**src/rtl/core/sbad_pkg.sv**
```systemverilog
// Shared types and constants for the system bus address decoder.
// No dependencies; imported by sbad_decode and system_bus_address_decoder.
package sbad_pkg;

  // Decoded bus target.
  typedef enum logic [3:0] {
    TGT_RAM       = 4'd0,
    TGT_ROM       = 4'd1,
    TGT_VIA1      = 4'd2,
    TGT_VIA2      = 4'd3,
    TGT_SCC       = 4'd4,
    TGT_SCSI_BERR = 4'd5,
    TGT_SCSI_DMA  = 4'd6,
    TGT_SCSI_REG  = 4'd7,
    TGT_SCSI_PDMA = 4'd8,
    TGT_SOUND     = 4'd9,
    TGT_FLOPPY    = 4'd10,
    TGT_SLOT      = 4'd11,
    TGT_OPEN      = 4'd12
  } target_t;

  // Configuration register indexes.
  localparam logic [1:0] CFG_TRANSLATE = 2'd0;
  localparam logic [1:0] CFG_OVERLAY   = 2'd1;
  localparam logic [1:0] CFG_RAM_BYTES = 2'd2;

  localparam logic [30:0] RAM_BYTES_RESET = 31'd8388608;

  // Live configuration seen by the decoder.
  typedef struct packed {
    logic        translate_enable;
    logic        boot_overlay;
    logic [30:0] ram_bytes;
  } cfg_t;

  // One decoded access.
  typedef struct packed {
    target_t     target;
    logic [31:0] local_offset;
    logic [3:0]  reg_select;
    logic        serial_channel;
    logic        serial_data_port;
    logic [31:0] physical_address;
  } result_t;

endpackage

```
**src/rtl/core/system_bus_address_decoder.sv**
```systemverilog
// Top level of the system bus address decoder: register stages and config port.
// Depends on sbad_pkg and sbad_decode.
//
//  Channel | Direction | Handshake             | Payload
//  --------+-----------+-----------------------+----------------------------------
//  in_     | slave     | in_tvalid/in_tready   | tdata: bus_address; tuser: is_store
//  out_    | master    | out_tvalid/out_tready | tdata: decode fields; tuser: target
//  cfg_    | slave     | cfg_valid/cfg_ready   | cfg_index, cfg_data
//
// Each request is held first in the input register and then in the result
// register, from which its result is presented; a new request can be accepted
// every cycle while the output is not stalled. The only logic between the
// stages is the decode in sbad_decode. Reset clears both stage valid flags and
// loads the configuration defaults (translation off, boot overlay on, 8 MiB RAM).
// A stall on the output holds the result register and backs up into the input
// register; each stage still takes a new request in the cycle its content leaves.
module system_bus_address_decoder #(
  parameter int ROM_BYTES = 262144
) (
  input  logic        clk,
  input  logic        rst_n,
  // Request channel.
  input  logic        in_tvalid,
  output logic        in_tready,
  input  logic [31:0] in_tdata,   // [31:0] bus_address
  input  logic [0:0]  in_tuser,   // [0] is_store
  // Result channel.
  output logic        out_tvalid,
  input  logic        out_tready,
  // [31:0] local_offset, [35:32] reg_select, [36] serial_channel,
  // [37] serial_data_port, [69:38] physical_address, [71:70] zero
  output logic [71:0] out_tdata,
  output logic [3:0]  out_tuser,  // [3:0] target
  // Configuration write channel.
  input  logic        cfg_valid,
  output logic        cfg_ready,
  input  logic [1:0]  cfg_index,
  input  logic [30:0] cfg_data
);
  import sbad_pkg::*;

  cfg_t        cfg_r;
  logic        s1_valid_r;
  logic [31:0] s1_addr_r;
  logic        s1_store_r;
  logic        out_valid_r;
  result_t     out_res_r;
  result_t     dec_res;
  logic        out_free;
  logic        s1_free;

  // Always taken; the user must write configuration only while idle, unchecked.
  assign cfg_ready = 1'b1;

  always_ff @(posedge clk) begin
    if (!rst_n) begin
      cfg_r.translate_enable <= 1'b0;
      cfg_r.boot_overlay     <= 1'b1;
      cfg_r.ram_bytes        <= RAM_BYTES_RESET;
    end else if (cfg_valid) begin
      unique case (cfg_index)
        CFG_TRANSLATE: cfg_r.translate_enable <= cfg_data[0];
        CFG_OVERLAY:   cfg_r.boot_overlay     <= cfg_data[0];
        CFG_RAM_BYTES: cfg_r.ram_bytes        <= cfg_data;
        default: ;
      endcase
    end
  end

  // The result register can load when empty or when its content is taken.
  assign out_free  = !out_valid_r || out_tready;
  assign s1_free   = !s1_valid_r || out_free;
  assign in_tready = s1_free;

  always_ff @(posedge clk) begin
    if (!rst_n) begin
      s1_valid_r <= 1'b0;
    end else if (s1_free) begin
      s1_valid_r <= in_tvalid;
    end
  end

  always_ff @(posedge clk) begin
    if (s1_free && in_tvalid) begin
      s1_addr_r  <= in_tdata;
      s1_store_r <= in_tuser[0];
    end
  end

  sbad_decode #(
    .ROM_BYTES(ROM_BYTES)
  ) u_decode (
    .cfg_i     (cfg_r),
    .addr_i    (s1_addr_r),
    .is_store_i(s1_store_r),
    .res_o     (dec_res)
  );

  always_ff @(posedge clk) begin
    if (!rst_n) begin
      out_valid_r <= 1'b0;
    end else if (out_free) begin
      out_valid_r <= s1_valid_r;
    end
  end

  always_ff @(posedge clk) begin
    if (out_free && s1_valid_r) begin
      out_res_r <= dec_res;
    end
  end

  assign out_tvalid = out_valid_r;
  assign out_tuser  = out_res_r.target;
  assign out_tdata  = {2'b00,
                       out_res_r.physical_address,
                       out_res_r.serial_data_port,
                       out_res_r.serial_channel,
                       out_res_r.reg_select,
                       out_res_r.local_offset};

endmodule

```
**src/rtl/core/sbad_decode.sv**
```systemverilog
// Combinational address translation and target decode for one access.
// Depends on sbad_pkg for the configuration and result types.
module sbad_decode #(
  parameter int ROM_BYTES = 262144
) (
  input  sbad_pkg::cfg_t    cfg_i,
  input  logic [31:0]       addr_i,
  input  logic              is_store_i,
  output sbad_pkg::result_t res_o
);
  import sbad_pkg::*;

  localparam logic [31:0] RomSize = 32'(ROM_BYTES);
  localparam logic [31:0] RomMask = 32'(ROM_BYTES - 1);
  localparam logic [31:0] MirrorBase = 32'h0080_0000;
  localparam logic [31:0] MirrorEnd  = 32'h00C0_0000;

  logic [31:0] phys;
  logic [19:0] io_off;
  logic [31:0] win_off;
  logic [12:0] rel;
  logic        pdma;

  // 24-bit to 32-bit translation when enabled; otherwise the address passes through.
  always_comb begin
    phys = addr_i;
    if (cfg_i.translate_enable) begin
      priority if (addr_i[23:20] == 4'h8) begin
        phys = {8'h40, addr_i[23:0]};
      end else if (addr_i[23:20] == 4'hF) begin
        phys = {8'h50, addr_i[23:0]};
      end else if (addr_i[23:20] >= 4'h9) begin
        // The slot nibble lands in bits 27:24; bits 23:20 are cleared.
        phys = {4'hF, addr_i[23:20], 4'h0, addr_i[19:0]};
      end else begin
        phys = {8'h00, addr_i[23:0]};
      end
    end
  end

  assign io_off  = phys[19:0];
  assign win_off = {19'd0, io_off[12:0]};
  assign rel     = io_off[12:0];
  // Pseudo-DMA: writes hit one port, reads hit a four-byte group.
  assign pdma    = is_store_i ? (rel == 13'h200) : (rel[12:2] == 11'h098);

  always_comb begin
    res_o                  = '0;
    res_o.target           = TGT_OPEN;
    res_o.physical_address = phys;
    priority if (phys[31:30] == 2'b00) begin
      priority if (cfg_i.boot_overlay) begin
        if (!is_store_i && phys < RomSize) begin
          res_o.target       = TGT_ROM;
          res_o.local_offset = phys;
        end
      end else if (phys < {1'b0, cfg_i.ram_bytes}) begin
        res_o.target       = TGT_RAM;
        res_o.local_offset = phys;
      end else if ({1'b0, cfg_i.ram_bytes} == MirrorBase && phys < MirrorEnd) begin
        res_o.target       = TGT_RAM;
        res_o.local_offset = phys - MirrorBase;
      end else begin
        res_o.target       = TGT_OPEN;
      end
    end else if (phys[31:28] == 4'h4) begin
      if (!is_store_i) begin
        res_o.target       = TGT_ROM;
        res_o.local_offset = phys & RomMask;
      end
    end else if (phys[31:24] == 8'h50) begin
      priority if (io_off < 20'h02000
                   || (io_off >= 20'h40000 && io_off < 20'h42000)) begin
        res_o.target       = TGT_VIA1;
        res_o.local_offset = win_off;
        res_o.reg_select   = io_off[12:9];
      end else if (io_off < 20'h04000) begin
        res_o.target       = TGT_VIA2;
        res_o.local_offset = win_off;
        res_o.reg_select   = io_off[12:9];
      end else if (io_off < 20'h06000) begin
        res_o.target           = TGT_SCC;
        res_o.local_offset     = win_off;
        res_o.serial_channel   = io_off[1];
        res_o.serial_data_port = io_off[2];
      end else if (io_off < 20'h08000) begin
        res_o.target       = TGT_SCSI_BERR;
        res_o.local_offset = win_off;
      end else if (io_off >= 20'h12000 && io_off < 20'h14000) begin
        res_o.target       = TGT_SCSI_DMA;
        res_o.local_offset = win_off;
      end else if (io_off >= 20'h10000 && io_off < 20'h12000) begin
        res_o.target       = pdma ? TGT_SCSI_PDMA : TGT_SCSI_REG;
        res_o.local_offset = win_off;
        res_o.reg_select   = {1'b0, rel[6:4]};
      end else if (io_off >= 20'h14000 && io_off < 20'h16000) begin
        res_o.target       = TGT_SOUND;
        res_o.local_offset = win_off;
      end else if (io_off >= 20'h16000 && io_off < 20'h18000) begin
        res_o.target       = TGT_FLOPPY;
        res_o.local_offset = win_off;
        res_o.reg_select   = io_off[12:9];
      end else begin
        res_o.target       = TGT_OPEN;
      end
    end else if (phys[31:28] >= 4'h9 && phys[31:24] != 8'hFF) begin
      res_o.target       = TGT_SLOT;
      res_o.local_offset = phys;
    end else begin
      res_o.target       = TGT_OPEN;
    end
  end

endmodule
```
**config.mk**
```make
export PLATFORM = sky130hd
export DESIGN_NAME = system_bus_address_decoder
export DESIGN_NICKNAME = d
export VERILOG_FILES = /design/src/rtl/core/sbad_pkg.sv /design/src/rtl/core/system_bus_address_decoder.sv /design/src/rtl/core/sbad_decode.sv
export SDC_FILE = /design/constraint.sdc
export NUM_CORES = 1
export LEC_CHECK = 0
export BUFFER_PORTS_ARGS = -buffer_cell sky130_fd_sc_hd__buf_2
export CORE_MARGIN = 2
export CORE_UTILIZATION = 49
export DETAILED_ROUTE_END_ITERATION = 12
export GPL_TIMING_DRIVEN = 0
export PLACE_DENSITY = 0.85
export SYNTH_ARGS = -nofsm -noshare
export SYNTH_HDL_FRONTEND = slang
export SYNTH_SLANG_ARGS = --single-unit
```
**constraint.sdc**
```tcl
create_clock -name clk -period 4.4 [get_ports clk]
set_input_delay 0.66 -clock clk [delete_from_list [all_inputs] [get_ports clk]]
set_output_delay 0.66 -clock clk [all_outputs]
set_load 0.05 [all_outputs]
```
==> key figures, run 1 <==
Logic synthesis
  • Cell type contributing the most total cell area after synthesis: edfxtp_1
  • Fraction of synthesized cell area taken by the top area cell type: 0.496
  • Compound-cell area share of the yosys netlist: 0.125
  • Fraction of the mapped netlist area in adder cells: 0.0599
  • Sequential cell area fraction in the yosys report: 0.605
  • Warnings, synthesis: 0
  • Flip-flop and latch count after synthesis: 142
  • Predominant post-synthesis flop cell: edfxtp_1
  • Netlist area before placement: 6470 um^2
  • Dominant cell by count in the synthesized netlist: edfxtp_1
  • Multiplexer fraction of the synthesized cell area: 0
  • Mean Syn Cell Area: 11.8 um^2
  • Cells after Synth: 550
  • Simple-gate share of the synthesized area: 0.165
  • Main area contributors after synthesis: edfxtp_1 50%, dfxtp_1 11%, ha_1 6.0%, nand2_1 4.7%, a21boi_0 3.8%
  • Async SR Flop Fraction: 0
  • Combinational family with the most area after synthesis: simple AND/OR/NAND/NOR gates
  • Synth unique cells: 64
  • XOR/XNOR share of the synthesized area: 0
  • Cell types with the highest counts after synthesis: 107 x edfxtp_1, 81 x nand2_1, 45 x inv_1, 35 x dfxtp_1, 33 x a21boi_0
  • Number of synthesized flops with an enable pin: 107

Drt
  • Post-detailed-route wirelength per cell: 17.0 um
  • Remaining DRCs: 0
  • Routed vias/inst: 5.37
  • Routed Wire Length: 15,400 um
  • DRC marker count from the first detailed-route iteration: 381
  • Drt pass-1 iters: 5
  • Routed Antenna Nets: 0
  • Total number of vias: 4,857

Timing
  • Highest clock rate: 246 MHz
  • Unrepaired setup endpoints after global routing: false
  • Tightest Pin Transition: 940 ps
  • Final-layout setup total negative slack: 0 ps
  • Total count of hold-check failures in the final report: 0
  • Number of slew-limit violations in the final report: 0
  • Layout Skew: 11.4 ps
  • Part of the cycle the worst path needs: 0.923
  • Worst slew margin relative to its limit: 0.367
  • Post-route minimum period: 4060 ps
  • Setup-failing EPs final: 0
  • Worst hold slack across all endpoints: 406 ps

Worst setup path
  • Series of cell instances along the critical path: or3_1 > buf_6 > a32oi_2 > inv_1 > ha_1 > and3_1 > nand4_1 > or4_1 > o211ai_1 > nor3b_4 > buf_6 > nor2b_2
  • Launching element of the worst setup path: s1_addr_r[21]$_DFFE_PP_
  • Worst path most repeated cell: buf_6
  • FF-to-FF End: out_tdata[6]$_DFFE_PP_
  • Largest incremental delay on the critical path: 590 ps
  • Setup CP Type: flip-flop to flip-flop
  • Worst endpoint data arrival time: 4240 ps
  • CP top delay family: simple AND/OR/NAND/NOR gates
  • WP buf/inv: 3
  • Maximum fanout encountered on the critical timing path: 10
  • Slowest cell on the critical path: or4_1
  • Required time of the critical path: 4580 ps
  • R2R Path Start: s1_addr_r[21]$_DFFE_PP_
  • Reg2Reg Depth: 12
  • Critical Path End Type: flip-flop
  • Reg-to-reg slack, setup: 340 ps
  • Launching element type of the critical path: flip-flop

Hold path
  • WHS Path Cells: 1
  • Worst min path class: primary input to flip-flop
  • Terminating pin of the worst hold path: s1_addr_r[29]$_DFFE_PP_
  • Worst Min Path Start: in_tdata[29]

Die
  • Std cell rows: 41
  • Die extent in x: 119 um
  • Core area: 12,800 um^2
  • Area of the die: 14,100 um^2
  • Height of the die: 119 um
  • Effective utilization at floorplan: 0.507
  • I/O pin count: 150

Clock tree
  • Clk slew on worst S/H paths: 60 ps
  • Clock net sink count: 142
  • CTS hold repair buffers: 0
  • Post-CTS setup-driven buffer insertion count: 0
  • Number of buffers inserted during clock tree synthesis: 17
  • Number of buffers on the longest clock path: 2
  • Clock tree from TritonCTS: yes
  • Number of H-tree branching levels: 4
  • Root Buffer Master: clkbuf_16
  • Source-to-sink clock delay at the later pin of the worst-skew pair: 420 ps

Job
  • Max-capacitance violation count: 0

Final layout
  • Filler Cell Count: 970
  • Layout Cell Area excl Fill: 8170 um^2
  • Share of final-layout standard cells stronger than drive strength 1: 0.294
  • Share of the core filled with cells: 0.640
  • Syn-to-layout area delta: 26.3%
  • Number of nets in the layout: 820

Global route
  • First-pass GRT wire length: 24,400 um
  • Vias in the first global route: 4,869
  • GRT overflow: 0
  • GR Util met3: 0.0522
  • GRT Max-Usage Layer: met2
  • Fraction of met2 tracks used by global routing: 0.352
  • Met1 layer usage reported by global route: 0.288
  • Global router's overall resource usage: 0.223
  • Number of antenna violations at the first check in global routing: 1
  • Largest net degree at the start of global routing: 40

Pwr
  • Standby leakage power: 3.19 nW
  • IR Drop Worst-Case VDD: 0.248 mV
  • Power Density: 447 nW/um^2

Place
  • Port Buf Inserts: 146
  • RD Place Congestion: 0.868
  • Detailed-placement wirelength estimate: 11,300 um
  • Placed cell areas: 7470 um^2

Run status
  • Outcome: finished clean
==> per-stage QoR <==
step                setup WS, ps  cells  power [mW]
global route                 151    904        3.75
floorplan                   1030    551        1.87
finish                       337    904        3.66
CTS                          292    903        3.66
global placement             441    869        1.99
detailed placement           421    871        2.01
==> where the power goes <==
part           internal [mW]  total (mW)  switching [mW]
Sequential              1.52        1.56          0.0440
Clock                   1.12        1.67           0.549
Combinational          0.136       0.429           0.292
Total                   2.77        3.66           0.886
==> layout by cell type (no fill, tap or decap), types with 4 or more instances in the layout <==
| cell | count |
|---|---|
| clkbuf_16 | 17 |
| nor2b_1 | 14 |
| a21boi_0 | 33 |
| o21ai_0 | 10 |
| clkbuf_1 | 12 |
| nand2b_1 | 6 |
| nor3_1 | 11 |
| buf_4 | 4 |
| nor2_1 | 20 |
| bufinv_16 | 7 |
| a21oi_1 | 17 |
| a21o_1 | 5 |
| a21boi_1 | 4 |
| ha_1 | 31 |
| nor4_1 | 10 |
| inv_1 | 45 |
| nand4_1 | 8 |
| nor2b_2 | 10 |
| dfxtp_1 | 35 |
| and2_1 | 6 |
| nand2_1 | 81 |
| edfxtp_1 | 107 |
| buf_2 | 147 |
| nand3_1 | 7 |
==> registers in the layout, indices dropped and copies added, names as in the netlist <==
name / flops
out_tuser: 4
s1_addr_r: 32
s1_store_r: 1
s1_valid_r: 1
out_tvalid: 1
out_tdata: 70
cfg_r: 33
==> per-layer routing <==
layer / vias up / share of wire
li1: 2335 / -
met4: 0 / 0.034
met5: - / 0
met3: 51 / 0.074
met1: 2226 / 0.42
met2: 245 / 0.47
==> logic make-up after synthesis <==
group	Yosys count
simple gates	200
flops	142
compound gates	109
buf+inv	66
fa+ha+maj	31
other cells	2
==> timing repair <==
item                                    CTS  global route
endpoints found under the setup margin    0             1
resized for setup                         0             1
endpoints found under the hold margin     0             0
==> final cells by class <==
type,count,area (um^2),share of cell area
repair buffers,148,771,0.0943
flip-flops and latches,142,3910,0.479
plain buffers,20,114,0.0139
inverters,46,173,0.0211
clock inverters,15,268,0.0328
multi-input cells,343,2290,0.280
diodes,1,2.50,0.000306
well taps,172,215,0.0263
clock buffers,17,425,0.0520
==> how the worst max path moves through the flow <==
stage / endpoint / slack [ps] / cells past startpoint
3_3_place_gp: out_tdata[23]$_DFFE_PP_ / 440 / 11
5_1_grt: out_tdata[23]$_DFFE_PP_ / 150 / 11
2_1_floorplan: out_tdata[6]$_DFFE_PP_ / 1030 / 12
3_5_place_dp: out_tdata[23]$_DFFE_PP_ / 420 / 11
4_1_cts: out_tdata[23]$_DFFE_PP_ / 290 / 11
6_report: out_tdata[6]$_DFFE_PP_ / 340 / 12
Note: power is estimated with default switching activity, not from simulation.
==> run 2: changes to the inputs <==
- CORE_ASPECT_RATIO: not set -> 2
- REMOVE_ABC_BUFFERS: not set -> 1
==> run 2 against run 1 <==
Net effect: clock-buffer cell count is the same; clock skew about the same; total power shrank 4.9%; critical path type unchanged.
==> key figures, run 2 (synthesis gave the netlist of run 1 again) <==
Place
  • Port Buf Inserts: 146 (unchanged)
  • RD Place Congestion: 0.993 (+15%)
  • Placement-stage worst setup slack: 180 ps (-242 ps)
  • Detailed-placement wirelength estimate: 11,300 um (about the same)
  • Placed cell areas: 7310 um^2 (-2.1%)
  • Cells after DPL: 830 (-4.7%)

Pwr
  • Standby leakage power: 3.11 nW (-2.4%)
  • IR Drop Worst-Case VDD: 0.354 mV (+43%)
  • Power, Total: 3.48 mW (-4.9%)
  • Power Density: 437 nW/um^2 (-2.3%)

Worst setup path
  • Setup CP Type: flip-flop to flip-flop
  • CP top delay family: compound AO/OA/AOI/OAI gates
  • Slowest cell on the critical path: a31oi_1
  • Maximum fanout encountered on the critical timing path: 6 (-4)
  • WP buf/inv: 0 (-3)
  • Worst endpoint data arrival time: 4370 ps (+130 ps)
  • Series of cell instances along the critical path: or3_1 > a31oi_1 > ha_1 > and4_1 > a2111oi_0 > nor3_1 > a2111oi_2 > o21ai_0 > nand3_1 > a21bo_2
  • Largest incremental delay on the critical path: 630 ps (+40 ps)
  • Critical Path End Type: flip-flop
  • Required time of the critical path: 4580 ps (about the same)
  • Launching element type of the critical path: flip-flop

Clock tree
  • Post-cts resize count: 0 (unchanged)
  • CTS hold repair buffers: 0 (unchanged)
  • Source-to-sink clock delay at the later pin of the worst-skew pair: 430 ps (about the same)
  • Number of buffers on the longest clock path: 2 (unchanged)
  • Clk slew on worst S/H paths: 70 ps (about the same)
  • Number of buffers inserted during clock tree synthesis: 17 (unchanged)
  • Clock net sink count: 142 (unchanged)
  • Root Buffer Master: clkbuf_16
  • Clock tree from TritonCTS: yes
  • Number of H-tree branching levels: 4 (unchanged)

Final layout
  • Filler Cell Count: 1,006 (+3.7%)
  • Most frequent cells in the layout: 146 x buf_2, 107 x edfxtp_1, 81 x nand2_1
  • Share of the core filled with cells: 0.612 (-0.0274)
  • Layout Cell Area excl Fill: 7960 um^2 (-2.6%)
  • Count of placed standard cells in the final layout, fillers left out: 864 (-4.4%)
  • Syn-to-layout area delta: 22.9%
  • Number of nets in the layout: 800 (-2.4%)
  • Share of final-layout standard cells stronger than drive strength 1: 0.291 (-0.00298)
  • Leading cell type in the layout, fill and taps excluded: buf_2
  • Area taken by multi-input logic gates: 2290 um^2 (-0.27%)
  • Storage element area: 3910 um^2 (unchanged)
  • Max FFs per register: 70 (unchanged)

Global route
  • Largest net degree at the start of global routing: 40 (unchanged)
  • First-pass GRT wire length: 23,900 um (-2.0%)
  • Number of antenna violations at the first check in global routing: 1 (unchanged)
  • Global router's overall resource usage: 0.218 (-0.00507)
  • GRT overflow: 0 (unchanged)
  • Vias in the first global route: 4,858 (-0.23%)

Timing
  • Tightest Pin Transition: 1070 ps (+127 ps)
  • Setup-failing EPs final: 0 (unchanged)
  • Total count of hold-check failures in the final report: 0 (unchanged)
  • Worst hold slack across all endpoints: 397 ps (-9.44 ps)
  • Final-layout setup total negative slack: 0 ps (unchanged)
  • Highest clock rate: 239 MHz (-2.9%)
  • Worst slew margin relative to its limit: 0.286 (-0.0813)
  • Post-route minimum period: 4190 ps (+123 ps)
  • Part of the cycle the worst path needs: 0.951 (+0.0279)
  • Post-layout worst setup margin: 214 ps (-123 ps)
  • Number of slew-limit violations in the final report: 0 (unchanged)
  • Unrepaired setup endpoints after global routing: false
  • Layout Skew: 11.1 ps (-0.238 ps)

Drt
  • Routed Antenna Nets: 0 (unchanged)
  • Remaining DRCs: 0 (unchanged)
  • Total number of vias: 4,864 (+0.14%)
  • Routed vias/inst: 5.63 (+4.8%)
  • DRC marker count from the first detailed-route iteration: 388 (+1.8%)
  • Post-detailed-route wirelength per cell: 17.7 um (+4.0%)
  • Routed Wire Length: 15,300 um (-0.64%)
  • Drt pass-1 iters: 5 (unchanged)

Die
  • I/O pin count: 150 (unchanged)
  • Core area: 13,000 um^2 (+1.7%)
  • Area of the die: 14,200 um^2 (+0.40%)
  • Std cell rows: 59 (+44%)
  • Effective utilization at floorplan: 0.498 (-0.00854)
  • Height of the die: 167 um (+40%)
  • Die extent in x: 85.3 um (-28%)

Hold path
  • Worst min path class: primary input to flip-flop

Run status
  • Outcome: finished clean

Job
  • Max-capacitance violation count: 0 (unchanged)
## run 2: repair_timing
item | in CTS | in global routing
endpoints found under the setup margin | 0 | 8
hold endpoints to repair | 0 | 0
setup buffers | 0 | 1
## run 2: path summary, 6_finish.rpt
path                                 from                      end  slack, ps  depth (start not counted)
setup / recovery  s1_addr_r[21]$_DFFE_PP_  out_tdata[23]$_DFFE_PP_        210                         10
hold / removal               in_tdata[25]  s1_addr_r[25]$_DFFE_PP_        400                          1
setup reg to reg  s1_addr_r[21]$_DFFE_PP_  out_tdata[23]$_DFFE_PP_        210                         10
hold reg to reg    cfg_r[28]$_SDFFE_PN0P_   cfg_r[28]$_SDFFE_PN0P_        480                          2
## run 2: metal layers
metal	wire length (um)	global-route usage	up-vias	share of wire
met5	0	0	-	0
met4	561	0.121	0	0.037
met3	906	0.0352	47	0.059
met2	8270	0.387	234	0.54
met1	5570	0.242	2283	0.36
li1	-	-	2300	-
## run 2: layout make-up
class                   count  area share
flip-flops and latches    142       0.492
multi-input cells         343       0.287
repair buffers            148      0.0969
clock buffers              17      0.0535
clock inverters            15      0.0247
well taps                 152      0.0239
inverters                  46      0.0217
diodes                      1    0.000314
## run 2: report_power, final
| part | switching, mW | internal [mW] |
|---|---|---|
| logic | 0.288 | 0.130 |
| clock network | 0.630 | 0.869 |
| registers | 0.0456 | 1.52 |
